$ cat src/rtl/core/sbpc_pkg.sv
// Shared constants and types for the sectioned bit-vector classifier.
package sbpc_pkg;

    localparam int KEY_BITS_DEF     = 32;
    localparam int NUM_SECTIONS_DEF = 8;
    localparam int MAX_RULES_DEF    = 64;

    localparam int FUNC_W      = 1;
    localparam int RULE_IDX_W  = 6;
    localparam int FIELD_W     = 32;
    localparam int MATCH_W     = 7;

    localparam logic FUNC_WRITE    = 1'b0;
    localparam logic FUNC_CLASSIFY = 1'b1;

    typedef enum logic [2:0] {
        ST_CLEAR,
        ST_IDLE,
        ST_WALK,
        ST_DRAIN,
        ST_LOOK,
        ST_ACC,
        ST_DONE
    } sbpc_state_t;

    typedef struct packed {
        logic idle;
        logic done;
        logic kind;
    } sbpc_stat_t;

endpackage

$ cat src/rtl/core/sbpc_seq.sv
// Sequencer: table clearing, rule-write read-modify-write walk and classify lookups.
module sbpc_seq #(
    parameter int KEY_BITS     = sbpc_pkg::KEY_BITS_DEF,
    parameter int NUM_SECTIONS = sbpc_pkg::NUM_SECTIONS_DEF,
    parameter int MAX_RULES    = sbpc_pkg::MAX_RULES_DEF,
    parameter int DEPTH        = (NUM_SECTIONS - KEY_BITS % NUM_SECTIONS)
                                 * (1 << (KEY_BITS / NUM_SECTIONS))
                                 + (KEY_BITS % NUM_SECTIONS)
                                 * (1 << (KEY_BITS / NUM_SECTIONS + 1)),
    parameter int ADDR_W       = $clog2(DEPTH)
) (
    input  logic                            aclk,
    input  logic                            aresetn,
    input  logic                            start,
    input  logic [sbpc_pkg::FUNC_W-1:0]     in_func,
    input  logic [sbpc_pkg::RULE_IDX_W-1:0] in_rule,
    input  logic [sbpc_pkg::FIELD_W-1:0]    in_care,
    input  logic [sbpc_pkg::FIELD_W-1:0]    in_value,
    input  logic [sbpc_pkg::FIELD_W-1:0]    in_key,
    input  logic                            take,
    output sbpc_pkg::sbpc_stat_t            stat,
    output logic [MAX_RULES-1:0]            acc,
    output logic                            wr_en,
    output logic [ADDR_W-1:0]               wr_addr,
    output logic [MAX_RULES-1:0]            wr_data,
    output logic                            rd_en,
    output logic [ADDR_W-1:0]               rd_addr,
    input  logic [MAX_RULES-1:0]            rd_data
);

    localparam int NW         = KEY_BITS / NUM_SECTIONS;
    localparam int NARROW_CNT = NUM_SECTIONS - KEY_BITS % NUM_SECTIONS;
    localparam int SW_MAX     = NW + 1;
    localparam int SEC_W      = (NUM_SECTIONS > 1) ? $clog2(NUM_SECTIONS) : 1;
    localparam int OFF_W      = $clog2(KEY_BITS);
    localparam int NARROW_SIZE = 1 << NW;
    localparam int WIDE_SIZE   = 1 << SW_MAX;
    localparam logic [SW_MAX-1:0] MASK_WIDE   = '1;
    localparam logic [SW_MAX-1:0] MASK_NARROW = MASK_WIDE >> 1;

    sbpc_pkg::sbpc_state_t state_reg, state_next;
    logic [SEC_W-1:0]  sec_reg,  sec_next;
    logic [ADDR_W-1:0] base_reg, base_next;
    logic [OFF_W-1:0]  off_reg,  off_next;
    logic [SW_MAX-1:0] ent_reg,  ent_next;
    logic [ADDR_W-1:0] clr_reg,  clr_next;
    logic              func_reg, func_next;
    logic [sbpc_pkg::RULE_IDX_W-1:0] rule_reg, rule_next;
    logic [sbpc_pkg::FIELD_W-1:0]    care_reg, care_next;
    logic [sbpc_pkg::FIELD_W-1:0]    val_reg,  val_next;
    logic [sbpc_pkg::FIELD_W-1:0]    key_reg,  key_next;
    logic              pend_reg, pend_next;
    logic [ADDR_W-1:0] pend_addr_reg, pend_addr_next;
    logic              pend_hit_reg, pend_hit_next;
    logic              rdv_reg, rdv_next;
    logic [MAX_RULES-1:0] acc_reg, acc_next;

    logic              wide;
    logic              last_sec;
    logic [SW_MAX-1:0] cur_mask;
    logic [SW_MAX-1:0] cs;
    logic [SW_MAX-1:0] vs;
    logic [SW_MAX-1:0] key_field;
    logic              ent_hit;
    logic              ent_last;
    logic              rule_ok;
    logic [MAX_RULES-1:0] rule_bit;

    assign wide      = {1'b0, sec_reg} >= (SEC_W + 1)'(NARROW_CNT);
    assign last_sec  = sec_reg == SEC_W'(NUM_SECTIONS - 1);
    assign cur_mask  = wide ? MASK_WIDE : MASK_NARROW;
    assign cs        = SW_MAX'(care_reg >> off_reg) & cur_mask;
    assign vs        = SW_MAX'(val_reg >> off_reg) & cs;
    assign key_field = SW_MAX'(key_reg >> off_reg) & cur_mask;
    assign ent_hit   = (ent_reg & cs) == vs;
    assign ent_last  = ent_reg == cur_mask;
    assign rule_ok   = {1'b0, in_rule} < (sbpc_pkg::RULE_IDX_W + 1)'(MAX_RULES);
    assign rule_bit  = MAX_RULES'(1) << rule_reg;

    always_ff @(posedge aclk) begin
        if (!aresetn) begin
            state_reg <= sbpc_pkg::ST_CLEAR;
            clr_reg   <= '0;
            pend_reg  <= 1'b0;
            rdv_reg   <= 1'b0;
        end else begin
            state_reg <= state_next;
            clr_reg   <= clr_next;
            pend_reg  <= pend_next;
            rdv_reg   <= rdv_next;
        end
    end

    always_ff @(posedge aclk) begin
        sec_reg       <= sec_next;
        base_reg      <= base_next;
        off_reg       <= off_next;
        ent_reg       <= ent_next;
        func_reg      <= func_next;
        rule_reg      <= rule_next;
        care_reg      <= care_next;
        val_reg       <= val_next;
        key_reg       <= key_next;
        pend_addr_reg <= pend_addr_next;
        pend_hit_reg  <= pend_hit_next;
        acc_reg       <= acc_next;
    end

    always_comb begin
        state_next     = state_reg;
        sec_next       = sec_reg;
        base_next      = base_reg;
        off_next       = off_reg;
        ent_next       = ent_reg;
        clr_next       = clr_reg;
        func_next      = func_reg;
        rule_next      = rule_reg;
        care_next      = care_reg;
        val_next       = val_reg;
        key_next       = key_reg;
        pend_next      = 1'b0;
        pend_addr_next = pend_addr_reg;
        pend_hit_next  = pend_hit_reg;
        rdv_next       = 1'b0;
        acc_next       = rdv_reg ? (acc_reg & rd_data) : acc_reg;
        rd_en          = 1'b0;
        rd_addr        = base_reg + ADDR_W'(ent_reg);
        wr_en          = pend_reg;
        wr_addr        = pend_addr_reg;
        wr_data        = pend_hit_reg ? (rd_data | rule_bit) : (rd_data & ~rule_bit);
        stat.idle      = 1'b0;
        stat.done      = 1'b0;
        stat.kind      = func_reg;

        case (state_reg)
            sbpc_pkg::ST_CLEAR: begin
                wr_en    = 1'b1;
                wr_addr  = clr_reg;
                wr_data  = '0;
                clr_next = clr_reg + ADDR_W'(1);
                if (clr_reg == ADDR_W'(DEPTH - 1)) begin
                    state_next = sbpc_pkg::ST_IDLE;
                end
            end
            sbpc_pkg::ST_IDLE: begin
                stat.idle = 1'b1;
                if (start) begin
                    func_next = in_func;
                    rule_next = in_rule;
                    care_next = in_care;
                    val_next  = in_value;
                    key_next  = in_key;
                    sec_next  = '0;
                    base_next = '0;
                    off_next  = '0;
                    ent_next  = '0;
                    acc_next  = '1;
                    if (in_func == sbpc_pkg::FUNC_CLASSIFY) begin
                        state_next = sbpc_pkg::ST_LOOK;
                    end else if (rule_ok) begin
                        state_next = sbpc_pkg::ST_WALK;
                    end else begin
                        state_next = sbpc_pkg::ST_DONE;
                    end
                end
            end
            sbpc_pkg::ST_WALK: begin
                rd_en          = 1'b1;
                pend_next      = 1'b1;
                pend_addr_next = rd_addr;
                pend_hit_next  = ent_hit;
                if (ent_last) begin
                    ent_next  = '0;
                    sec_next  = sec_reg + SEC_W'(1);
                    base_next = base_reg + (wide ? ADDR_W'(WIDE_SIZE) : ADDR_W'(NARROW_SIZE));
                    off_next  = off_reg + (wide ? OFF_W'(SW_MAX) : OFF_W'(NW));
                    if (last_sec) begin
                        state_next = sbpc_pkg::ST_DRAIN;
                    end
                end else begin
                    ent_next = ent_reg + SW_MAX'(1);
                end
            end
            sbpc_pkg::ST_DRAIN: begin
                state_next = sbpc_pkg::ST_DONE;
            end
            sbpc_pkg::ST_LOOK: begin
                rd_en     = 1'b1;
                rd_addr   = base_reg + ADDR_W'(key_field);
                rdv_next  = 1'b1;
                sec_next  = sec_reg + SEC_W'(1);
                base_next = base_reg + (wide ? ADDR_W'(WIDE_SIZE) : ADDR_W'(NARROW_SIZE));
                off_next  = off_reg + (wide ? OFF_W'(SW_MAX) : OFF_W'(NW));
                if (last_sec) begin
                    state_next = sbpc_pkg::ST_ACC;
                end
            end
            sbpc_pkg::ST_ACC: begin
                state_next = sbpc_pkg::ST_DONE;
            end
            sbpc_pkg::ST_DONE: begin
                stat.done = 1'b1;
                if (take) begin
                    state_next = sbpc_pkg::ST_IDLE;
                end
            end
            default: begin
                state_next = sbpc_pkg::ST_IDLE;
            end
        endcase
    end

    assign acc = acc_reg;

endmodule

$ cat config.mk
export PLATFORM = sky130hd
export DESIGN_NAME = sbpc_seq
export DESIGN_NICKNAME = d
export VERILOG_FILES = /design/src/rtl/core/sbpc_pkg.sv /design/src/rtl/core/sbpc_seq.sv
export SDC_FILE = /design/constraint.sdc
export NUM_CORES = 1
export LEC_CHECK = 0
export BUFFER_PORTS_ARGS = -buffer_cell sky130_fd_sc_hd__buf_4
export CAP_MARGIN = 15
export CORE_UTILIZATION = 54
export CTS_CLUSTER_DIAMETER = 100
export CTS_CLUSTER_SIZE = 40
export DETAILED_ROUTE_END_ITERATION = 12
export PLACE_DENSITY_LB_ADDON = 0.2
export SLEW_MARGIN = 25
export SYNTH_ARGS = -nofsm -noshare
export SYNTH_HDL_FRONTEND = slang
export SYNTH_SLANG_ARGS = --single-unit
export TNS_END_PERCENT = 50
$ cat constraint.sdc
create_clock -name aclk -period 9.1 [get_ports aclk]
set_clock_uncertainty 0.05 [all_clocks]
set_input_delay 0.91 -clock aclk [delete_from_list [all_inputs] [get_ports aclk]]
set_output_delay 0.91 -clock aclk [all_outputs]
set_load 0.01 [all_outputs]
==> results of run 1 <==
-- routing by layer --
metal / global-route usage [%] / vias up
met1: 34.5 / 3341
met2: 47.9 / 384
met5: 0 / -
li1: - / 3374
met3: 6.40 / 76
met4: 12.5 / 0
-- worst max-delay path, stage by stage, from the launching register on --
cell	delay, ns
edfxtp_1	0.85
mux4_2	0.59
mux2_2	0.27
ha_1	0.28
nand2_1	0.06
nand2_1	0.05
buf_4	0.14
-- area by class of cell --
class                   count  share of cell area, %
clock buffers              11                   2.02
clock inverters             2                  0.435
inverters                  12                  0.413
multi-input cells         497                   27.7
flip-flops and latches    201                   45.8
well taps                 216                   2.35
repair buffers            326                   21.3
-- through the flow --
stage / hold WS, ns / util (%) / instance area, sq um / worst slack (ns)
2_1_floorplan: 0.399 / - / 8750 / 5.22
3_3_place_gp: 0.399 / 70.8 / 11200 / 5.96
3_5_place_dp: 0.404 / 70.9 / 11200 / 5.93
4_1_cts: 0.423 / 72.7 / 11500 / 5.36
5_1_grt: 0.441 / 72.8 / 11500 / 5.28
6_report: 0.419 / 72.8 / 11500 / 5.42
-- power breakdown --
| part | total (uW) | switching [uW] | leakage (uW) | internal, uW |
|---|---|---|---|---|
| Clock | 479 | 283 | 0.000134 | 197 |
| Sequential | 1170 | 67.3 | 0.00177 | 1100 |
| Combinational | 484 | 218 | 0.00291 | 266 |
| Total | 2130 | 568 | 0.00481 | 1570 |
-- placed cells by master, fill, tap and decap left out, drive strengths merged, types with 11 or more instances in the layout --
| cell type | netlist | final |
|---|---|---|
| buf | 41 | 326 |
| xnor2 | 16 | 16 |
| nand2 | 94 | 94 |
| clkbuf | 15 | 11 |
| o21ai | 76 | 76 |
| inv | 11 | 12 |
| edfxtp | 125 | 125 |
| a211oi | 66 | 66 |
| xor2 | 20 | 20 |
| nor2 | 29 | 29 |
| a21oi | 73 | 73 |
| dfxtp | 76 | 76 |
-- cells by family (layout without fill, tap and decap cells) --
| group | after synthesis | in the layout | synth area share [%] |
|---|---|---|---|
| compound gates | 237 | 237 | 16.3 |
| flops | 201 | 201 | 60.3 |
| simple gates | 191 | 191 | 10.7 |
| buf+inv | 68 | 351 | 3.70 |
| xor+xnor | 36 | 36 | 3.69 |
| mux | 23 | 23 | 4.00 |
| fa+ha+maj | 9 | 9 | 1.29 |
| other cells | 1 | 1 | 0.0428 |
-- path summary, 6_finish.rpt --
| check | depth (start not counted) | end | from | slack (ns) |
|---|---|---|---|---|
| hold / removal | 2 | acc[9] | acc[9] | 0.42 |
| setup reg to reg | 6 | key_reg[28] | state_reg[0] | 5.95 |
| setup / recovery | 6 | rd_addr[1] | off_reg[2] | 5.42 |
| hold reg to reg | 2 | acc[9] | acc[9] | 0.42 |
==> metrics, run 1 <==
outcome=completed; type of the worst setup path=flop to output pin; highest routed metal layer=met4; wire length of the first global-routing pass=36,000 um; clk_lat worst skew=0.47 ns; total negative setup slack=0 ns; syn avg cell area=approximately 11 sq um; number of nets produced by synthesis=between 900 and 1,000; area of all sequential standard cells=roughly 5300 sq um; Yosys warnings=0; pins over their slew limit=0; clock net sink count=201; worst min-delay path class=flop to flop; max reg flops=64; number of input and output port buffers inserted=317; main area contributors after synthesis=edfxtp_1 43%, dfxtp_1 17%, a211oi_1 5.7%, a21oi_1 4.2%, o21ai_0 4.2%; routed wl met2=11,800 um; number of max-capacitance violations reported=0; Arrival @ worst endpoint=~2.7 ns; async set-or-reset flop fraction in the synthesized netlist=0%; setup repair after global routing missed its margin=false; quantity of gates resized following cts=0; Wirelength per Cell=19.1 um; Seq/Total Area, Yosys=between 60% and 70%; ratio of cells with drive above 1 in the final layout=35.7%; CTS hold repair buffers=0; final net count=~1,200; post-synthesis instance area=around 9000 sq um; number of antenna violations at the first check in global routing=0; endpoints failing setup=0; master cell of the clock root buffer=clkbuf_16; maximum number of pins on one net before global-route repair=between 70 and 80; slew at the pin closest to its max-slew limit=~1.1 ns; global placer's final weighted congestion=roughly 0.85; Total Die Area=16,700 sq um; number of clock buffers inserted by TritonCTS=9; number of hold violations in the final report=0; total design power=around 2100 uW; met3 routed wirelength=~2100 um; Die Span X=129 um; area leader, netlist=edfxtp_1; Vias per Instance=5.67; number of synthesized flops with an enable pin=between 100 and 150; maximum operating frequency=272 MHz; worst-path maximum fanout=17; count of TritonRoute iterations in the first routing pass=5; endpoint kind of the worst setup timing path=output pin; DP HPWL=around 18,000 um; clock slew at reported path FFs=0.14 ns; fillers=roughly 1,100; Site Rows=46; initial standard-cell utilization of the core=between 50% and 60%; number of synthesized register bits=201; post-route antenna net violation count=0; instance count after placement with tap cells included=1,252; Core Footprint=roughly 16,000 sq um; Peak VDD IR=0.148 mV; post-detailed-routing wire length=approximately 24,000 um; number of cells in the finished layout apart from fillers=roughly 1,300; metal1 wirelength=just over 9000 um; drt initial violations=~680; cell count after synthesis=~770; clock period minus final worst setup slack=between 3 and 4 ns; Post-CTS Setup Bufs=0; Residual DRC=0; area share of the largest cell type after synthesis=42.9%; cell leakage power=a little under 0.005 uW; relative slew slack=29.1%; Worst Path Required=8.14 ns; number of antenna diodes=0; signed area change from the synthesized netlist to the final layout=31.5%; P per Cell Area=approximately 190 nW/um^2; primary flip-flop cell chosen by synthesis mapping=edfxtp_1; total routing resource utilization after global routing=28.2%; detailed-route via count=between 7,000 and 8,000; vertical die dimension=approximately 130 um; startpoint kind of the worst setup timing path=flop; number of global-route vias before repair=around 6,700; overall overflow remaining after global route=0; count of distinct cell types in the synthesized netlist=61; leading post-synthesis cells by instance count=125 x edfxtp_1, 94 x nand2_1, 76 x dfxtp_1, 73 x a21oi_1, 73 x o21ai_0; multi-input gate area in the final layout=around 3200 sq um; level count of the clock H-tree=1; final worst path period share=about two fifths; cell with the most instances after synthesis=edfxtp_1; CTS Buffer Depth=3; number of top-level design ports=about 320; CTS tree=done
Power figures use the tool's default switching activity.
==> run 2, diff against run 1 <==
ABC_AREA = 1   (was default)
CORE_UTILIZATION = 46   (was 54)
clock period = 3.1 ns   (was 9.1 ns; I/O delays follow)
==> metrics, run 2 <==
outcome=completed (unchanged); slew at the pin closest to its max-slew limit=0.952 ns (was 1.06 ns); number of input and output port buffers inserted=317 (unchanged); number of global-route vias before repair=8,206 (was 6,659); worst-path cell with the longest stage delay=buf_4 (was edfxtp_1); number of synthesized register bits=201 (unchanged); syn avg cell area=8.82 sq um (was 11.4 sq um); wire length of the first global-routing pass=44,500 um (was 36,000 um); worst-path maximum fanout=50 (was 17); launching point of the worst reg2reg path=off_reg[2] (was state_reg[0]); CTS tree=done (unchanged); number of synthesized flops with an enable pin=125 (unchanged); total routing resource utilization after global routing=28.4% (was 28.2%); level count of the clock H-tree=1 (unchanged); main area contributors after synthesis=edfxtp_1 41%, dfxtp_1 16%, o21ai_0 9.5%, nand2_1 6.6%, nor2_1 4.7% (was edfxtp_1 43%, dfxtp_1 17%, a211oi_1 5.7%, a21oi_1 4.2%, o21ai_0 4.2%); drt initial violations=647 (was 678); async set-or-reset flop fraction in the synthesized netlist=0% (unchanged); worst min-delay path class=input pin to flop (was flop to flop); reg-to-reg critical path endpoint=pend_hit_reg (was key_reg[28]); vertical die dimension=144 um (was 129 um); area share of the largest cell type after synthesis=40.6% (was 42.9%); destination of the critical timing path=rd_addr[1] (unchanged); pins over their slew limit=0 (unchanged); Site Rows=51 (was 46); type of the worst setup path=flop to output pin (unchanged); cell leakage power=0.00569 uW (was 0.00481 uW); Setup WS post-layout=0.176 ns (was 5.42 ns); CTS hold repair buffers=103 (was 0); cell count after synthesis=1,048 (was 766); CTS Buffer Depth=3 (unchanged); number of instances on the worst hold path=3 (was 2); total negative setup slack=0 ns (unchanged); Post-Place Cell Area=11,800 sq um (was 11,200 sq um); endpoint kind of the worst setup timing path=output pin (unchanged); master cell of the clock root buffer=clkbuf_16 (unchanged); Yosys warnings=0 (unchanged); count of distinct cell types in the synthesized netlist=37 (was 61); most common cell after layout, fill and taps aside=buf_4 (unchanged); number of clock buffers inserted by TritonCTS=10 (was 9); post-synthesis instance area=9250 sq um (was 8750 sq um); Seq/Total Area, Yosys=57.1% (was 60.3%); Total Die Area=20,700 sq um (was 16,700 sq um); signed area change from the synthesized netlist to the final layout=42.5% (was 31.5%); area leader, netlist=edfxtp_1 (unchanged); Peak VDD IR=0.327 mV (was 0.148 mV); Vias per Instance=5.29 (was 5.67); clk_lat worst skew=0.48 ns (was 0.47 ns); DP HPWL=20,000 um (was 17,800 um); Core Footprint=19,600 sq um (was 15,800 sq um); number of top-level design ports=318 (unchanged); final worst path period share=a little over nine tenths; P per Cell Area=400 nW/um^2 (was 185 nW/um^2); clock period minus final worst setup slack=around 2.9 ns; primary flip-flop cell chosen by synthesis mapping=edfxtp_1 (unchanged); Worst Path Required=2.74 ns (was 8.14 ns); chain of cells forming the critical path=buf_4 > o21ai_0 > o22ai_1 > nor2_1 > a31oi_1 > ha_1 > nand2_1 > o21ai_0 > buf_4 (was mux4_2 > mux2_2 > ha_1 > nand2_1 > nand2_1 > buf_4); leading post-synthesis cells by instance count=176 x o21ai_0, 163 x nand2_1, 125 x edfxtp_1, 115 x nor2_1, 80 x inv_1 (was 125 x edfxtp_1, 94 x nand2_1, 76 x dfxtp_1, 73 x a21oi_1, 73 x o21ai_0); origin of the worst setup path=off_reg[2] (unchanged); Post-CTS Setup Bufs=0 (unchanged); count of TritonRoute iterations in the first routing pass=5 (unchanged); final net count=1,608 (was 1,227); Worst Reg2Reg Path Length in Cells=9 (was 6); Arrival @ worst endpoint=2.56 ns (was 2.72 ns); clock slew at reported path FFs=0.14 ns (about the same); number of max-capacitance violations reported=0 (unchanged); largest stage delay on the critical path=0.45 ns (was 0.85 ns); number of antenna violations at the first check in global routing=2 (was 0); global placer's final weighted congestion=0.882 (was 0.854); ratio of cells with drive above 1 in the final layout=26.1% (was 35.7%); maximum operating frequency=about 340 MHz; top library cells by usage in the layout, fill and taps aside=332 x buf_4, 176 x o21ai_0, 163 x nand2_1 (was 326 x buf_4, 125 x edfxtp_1, 93 x nand2_1); detailed-route via count=8,986 (was 7,175); pre-CTS WS=0.839 ns (was 5.93 ns); quantity of gates resized following cts=0 (unchanged); number of nets produced by synthesis=1,228 (was 946); startpoint kind of the worst setup timing path=flop (unchanged); clock net sink count=201 (unchanged); overall overflow remaining after global route=0 (unchanged); maximum number of pins on one net before global-route repair=65 (was 79); initial standard-cell utilization of the core=47.2% (was 55.3%); Reg2Reg Setup Slack=0.94 ns (was 5.95 ns); cell with the most instances after synthesis=o21ai_0 (was edfxtp_1); Wirelength per Cell=17.8 um (was 19.1 um); Residual DRC=0 (unchanged); post-route antenna net violation count=0 (unchanged); number of hold violations in the final report=0 (unchanged); endpoints failing setup=0 (unchanged); max reg flops=64 (unchanged); relative slew slack=36.5% (was 29.1%); setup repair after global routing missed its margin=false (unchanged); summed area of non-filler cells in the final layout=13,200 sq um (was 11,500 sq um); Die Span X=144 um (was 129 um); post-detailed-routing wire length=30,100 um (was 24,200 um)
## run 2: metal layers
metal	track usage [%]	share of wire (%)	vias up	wire length, um
met5	0	0	-	0
met3	5.10	8.3	56	2490
met1	34.0	38	4162	11500
met4	8.68	2.8	0	848
met2	51.5	51	440	15300
li1	-	-	4328	-
## run 2: power breakdown
group | internal [uW] | total, uW | switching [uW] | leakage [uW]
registers | 2930 | 2980 | 47.6 | 0.00177
clock network | 706 | 1660 | 953 | 0.000169
logic | 386 | 630 | 244 | 0.00376
total | 4020 | 5270 | 1240 | 0.00569
## run 2: per-stage QoR
step / hold WS (ns) / instances / util (%) / power (uW)
after detailed placement: 0.404 / 1578 / 60.1 / 3550
after global placement: 0.399 / 1578 / 60.1 / 3540
after CTS: 0.00510 / 1696 / 67.2 / 5270
final: 0.00860 / 1698 / 67.2 / 5270
after floorplan: 0.359 / 1048 / - / 3180
after global routing: 0.00441 / 1698 / 67.2 / 5450
## run 2: worst max-delay path, delay by kind of cell, from the launching register on
| family | cells | cell delay (ns) |
|---|---|---|
| buffers and inverters | 2 | 0.61 |
| adder cells (fa/ha/maj) | 1 | 0.17 |
| AND/OR/NAND/NOR | 2 | 0.13 |
| flip-flops | 1 | 0.38 |
| AO/OA/AOI/OAI | 4 | 0.74 |
## run 2: cells by family after synthesis
| group | synth area share [%] |
|---|---|
| buffers and inverters | 7.28 |
| flip-flops | 57.1 |
| AND/OR/NAND/NOR | 18.7 |
| XOR/XNOR | 0.474 |
| other | 0.0406 |
| AO/OA/AOI/OAI | 15.3 |
| adder cells (fa/ha/maj) | 1.22 |
## run 2: how the worst min path moves through the flow
stage | from | end | slack, ns
final | rd_data[61] | acc[61] | 0.009
after CTS | rd_data[38] | acc[38] | 0.005
after detailed placement | acc[35] | acc[35] | 0.40
after floorplan | in_care[0] | care_reg[0] | 0.36
after global placement | acc[40] | acc[40] | 0.40
after global routing | rd_data[35] | acc[35] | 0.004
## run 2: layout make-up
cell class,count,area (sq um)
antenna,2,5.00
clock buffer,11,275
clock inverter,4,78.8
fill,1557,6420
inverter,89,334
multi-input combinational,689,3310
sequential,201,5280
tap,265,332
timing repair buffer,437,3560
